<file path="src/ile_pkg.sv">
// ----------------------------------------------------------------------------
// ile_pkg
// Shared widths, command and status codes, and helpers for the list engine.
// ----------------------------------------------------------------------------
`default_nettype none

package ile_pkg;

	localparam int DEPTH_DEF = 64;
	localparam int VAL_W     = 32;
	localparam int POS_W     = 8;
	localparam int FUNC_W    = 3;
	localparam int STAT_W    = 2;
	localparam int LEN_W     = 7;

	localparam logic [FUNC_W-1:0] FN_READ     = 3'd0;
	localparam logic [FUNC_W-1:0] FN_INS_HEAD = 3'd1;
	localparam logic [FUNC_W-1:0] FN_INS_TAIL = 3'd2;
	localparam logic [FUNC_W-1:0] FN_INS_AT   = 3'd3;
	localparam logic [FUNC_W-1:0] FN_DELETE   = 3'd4;

	localparam logic [VAL_W-1:0] READ_MISS = {VAL_W{1'b1}};

	typedef enum logic [STAT_W-1:0] {
		ST_DONE    = 2'd0,
		ST_INVALID = 2'd1,
		ST_FULL    = 2'd2
	} status_t;

	typedef struct packed {
		logic ins;
		logic del;
		logic rd;
	} cell_ctrl_t;

	typedef struct packed {
		logic             rd_miss;
		status_t          status;
		logic [LEN_W-1:0] length;
	} side_t;

	// levels of a radix-4 reduction tree over n leaves
	function automatic int tree_levels(input int n);
		int span;
		int lv;
		span = 4;
		lv   = 1;
		for (int i = 0; i < 8; i++) begin
			if (span < n) begin
				span = span * 4;
				lv   = lv + 1;
			end
		end
		return lv;
	endfunction

	// node count at a given tree level over n leaves
	function automatic int tree_nodes(input int n, input int level);
		int cnt;
		cnt = n;
		for (int i = 0; i < 8; i++) begin
			if (i <= level) begin
				cnt = (cnt + 3) / 4;
			end
		end
		return cnt;
	endfunction

endpackage

`default_nettype wire

</file>
<file path="src/ile_cell.sv">
// ----------------------------------------------------------------------------
// ile_cell
// One list slot: holds, takes its left or right neighbor, or loads the value.
// ----------------------------------------------------------------------------
`default_nettype none

module ile_cell #(
	parameter int AW  = 7,
	parameter int IDX = 0
) (
	input  wire logic                     clk,
	input  wire ile_pkg::cell_ctrl_t      ctrl,
	input  wire logic [AW-1:0]            addr,
	input  wire logic [ile_pkg::VAL_W-1:0] item_value,
	input  wire logic [ile_pkg::VAL_W-1:0] left,
	input  wire logic [ile_pkg::VAL_W-1:0] right,
	output logic      [ile_pkg::VAL_W-1:0] value,
	output logic      [ile_pkg::VAL_W-1:0] sel_value
);

	localparam logic [AW-1:0] IDXA = AW'(IDX);

	logic [ile_pkg::VAL_W-1:0] value_q;
	logic [ile_pkg::VAL_W-1:0] value_nxt;

	always_comb begin
		if (ctrl.ins && (IDXA > addr)) begin
			value_nxt = left;
		end else if (ctrl.ins && (IDXA == addr)) begin
			value_nxt = item_value;
		end else if (ctrl.del && (IDXA >= addr)) begin
			value_nxt = right;
		end else begin
			value_nxt = value_q;
		end
	end

	always_ff @(posedge clk) begin
		value_q <= value_nxt;
	end

	assign value     = value_q;
	assign sel_value = (ctrl.rd && (IDXA == addr)) ? value_q : '0;

endmodule

`default_nettype wire

</file>
<file path="config.mk">
export PLATFORM = sky130hd
export DESIGN_NAME = ile_cell
export DESIGN_NICKNAME = d
export VERILOG_FILES = /design/src/ile_pkg.sv /design/src/ile_cell.sv
export SDC_FILE = /design/constraint.sdc
export NUM_CORES = 1
export LEC_CHECK = 0
export ABC_AREA = 1
export ABC_CLOCK_PERIOD_IN_PS = 5620
export BUFFER_PORTS_ARGS = -buffer_cell sky130_fd_sc_hd__buf_2
export CORE_ASPECT_RATIO = 1.4
export CORE_MARGIN = 4
export CORE_UTILIZATION = 39
export DETAILED_ROUTE_END_ITERATION = 12
export GPL_TIMING_DRIVEN = 0
export PLACE_DENSITY = 0.85
export SKIP_CTS_REPAIR_TIMING = 1
export SLEW_MARGIN = 5
export SYNTH_ARGS = -nofsm -noshare
export SYNTH_HDL_FRONTEND = slang
export SYNTH_SLANG_ARGS = --single-unit
</file>
<file path="constraint.sdc">
create_clock -name clk -period 5.62 [get_ports clk]
set_input_delay 0.281 -clock clk [delete_from_list [all_inputs] [get_ports clk]]
set_output_delay 0.281 -clock clk [all_outputs]
set_load 0.05 [all_outputs]
</file>
==> impl_metrics.tcl <==
set metrics [dict create \
    cts_buffers 5 \
    num_antenna_cells 0 \
    dp_slack_ps 3105 \
    ys_seq_area_frac 0.5408 \
    grtUsageMet1 0.1977 \
    syn_inst 224 \
    critPathKind "in -> out" \
    groute.usage.overall 0.1804 \
    rows 28 \
    synth.avg_cell_area_um2 7.932 \
    num_vias 1912 \
    peakVddDrop_mv 0.1477 \
    setup_tns_ps 0 \
    ant_nets 0 \
    antenna_found_initial 0 \
    ys_warn_count 0 \
    whs_ps 264.1 \
    cp_cell_sequence "buf_2 -> nor2_1 -> nand2_1 -> nor2_4 -> nand2_2 -> buf_6 -> nor2_1 -> buf_2" \
    path_max_fanout 10 \
    grt_max_degree 33 \
    fin_nets 475 \
    wl_per_cell_um 12.26 \
    synth_top_family_by_area "simple AND/OR/NAND/NOR gates" \
    cts_max_path_buffers 2 \
    ys_ff_latch 32 \
    core_mm2 0.004309 \
    initial_core_util 0.4123 \
    status "completed" \
    crit_family "simple AND/OR/NAND/NOR gates" \
    first_iter_violations 84 \
    use_met2 0.3305 \
    area_growth_syn_to_layout_pct 49.15 \
    slowest_stage "buf_2" \
    synth_xor_area_frac 0 \
    rsz0062_at_grt "false" \
    instances_no_fill 429 \
    setup_viol 0 \
    ioPinCount 171 \
    power.leakage_nw 1.544 \
    synth_mux_area_frac 0 \
    grt_pass1_wl_um 7879 \
    viasPerCell 4.457 \
    overflow 0 \
    hold_path_class "in -> reg" \
    synth.distinct_cells 12 \
    finalHoldViolCount 0 \
    cp_data_required_time_ps 5340 \
    synth-adder-area-share 0 \
    drt-total-wl_um 5258 \
    h-tree-depth 2 \
    relSlewSlack 0.4921 \
    maxSlewViolCount 0 \
    worstMarginPinSlew_ps 761.9 \
    power_density_mw_per_mm2 201.9 \
    die_area_mm2 0.005715 \
    largest_reg_flops 32 \
    synth_fp_nets 331 \
    yosys.area_share.simple 0.3254 \
    clock.fmax_mhz 572.7 \
    placed_area_mm2 0.002537 \
    cts.sinks 32 \
    root_buffer "clkbuf_8" \
    syn_area_mm2 0.001777 \
    drc 0 \
    slowest_delay_ps 270 \
    drive_above_1_share 0.4282 \
    cts_tree "yes" \
    dp.cells 421 \
    fin_crit_sh 0.3107 \
    fin_area_mm2 0.002650 \
    die_h_um 87.86 \
    fin_ws_ps 3874 \
    grt_pass1_vias 1770 \
    place_congestion 0.7847 \
    grt_use_met3 0.04236 \
    fill_cells 405 \
    synth_compound_area_frac 0.004225 \
    clk_pin_slew_ps 70 \
    cp-start-kind "input port" \
    arrival_ps 1470 \
    period_needed_ps 1746 \
    io_buffers 137 \
    critical_path_buf_inv_count 3 \
    drt_first_pass_iters 4 \
    endpoint_kind "output port" \
    die_w_um 65.05 \
    grt.busiest_layer "met2" \
    final_cell_mix "141 x buf_2, 68 x nand2_1, 38 x inv_1, 36 x nor2_1, 34 x nand3_1" \
    drv_cap 0 \
    final_common_cell "buf_2" \
    dpl.hpwl_um 4242 \
]
==> path summary, 6_finish.rpt <==
kind	depth (start not counted)	from	slack (ps)	endpoint
max	8	addr[5]	3870	sel_value[1]
min	3	right[13]	260	value[13]
==> cells in the mapped netlist <==
cell type / count / share of area
o21a_1: 1 / 0.0042
buf_2: 4 / 0.011
nor2_4: 1 / 0.0063
buf_4: 3 / 0.013
nand2_2: 1 / 0.0035
inv_1: 38 / 0.080
edfxtp_1: 32 / 0.54
nand3_1: 34 / 0.096
nand2_1: 68 / 0.14
nor2_1: 36 / 0.076
clkbuf_1: 3 / 0.0063
buf_6: 3 / 0.019
==> per-stage QoR <==
stage	total power, mW	util
4_1_cts	0.5411	0.6147
3_5_place_dp	0.3222	0.5889
2_1_floorplan	0.2920	-
3_3_place_gp	0.3205	0.5889
5_1_grt	0.5545	0.6150
6_report	0.5350	0.6150
==> power by group <==
group          switching, mW  total [mW]  internal, mW
sequential          0.000560       0.264         0.264
combinational         0.0268      0.0523        0.0255
clock                 0.0871       0.218         0.131
total                  0.114       0.535         0.421
==> area by class of cell <==
type / count / area [µm²] / share of cell area
Sequential cell: 32 / 960.9 / 0.3626
Timing Repair Buffer: 137 / 685.7 / 0.2587
Multi-Input combinational cell: 141 / 586.8 / 0.2214
Inverter: 38 / 142.6 / 0.05382
Buffer: 13 / 87.58 / 0.03305
Tap cell: 60 / 75.07 / 0.02833
Clock buffer: 5 / 68.82 / 0.02597
Clock inverter: 3 / 42.54 / 0.01605
==> metal layers <==
layer	vias to the layer above	routed length (µm)
li1	975	-
met1	835	1905
met2	88	2780
met3	14	429
met4	0	143
met5	-	0
==> kinds of logic after synthesis <==
family,count (synthesis)
compound gates,1
buf+inv,51
flops,32
simple gates,140
No activity file was read; power rests on OpenSTA's default activity.
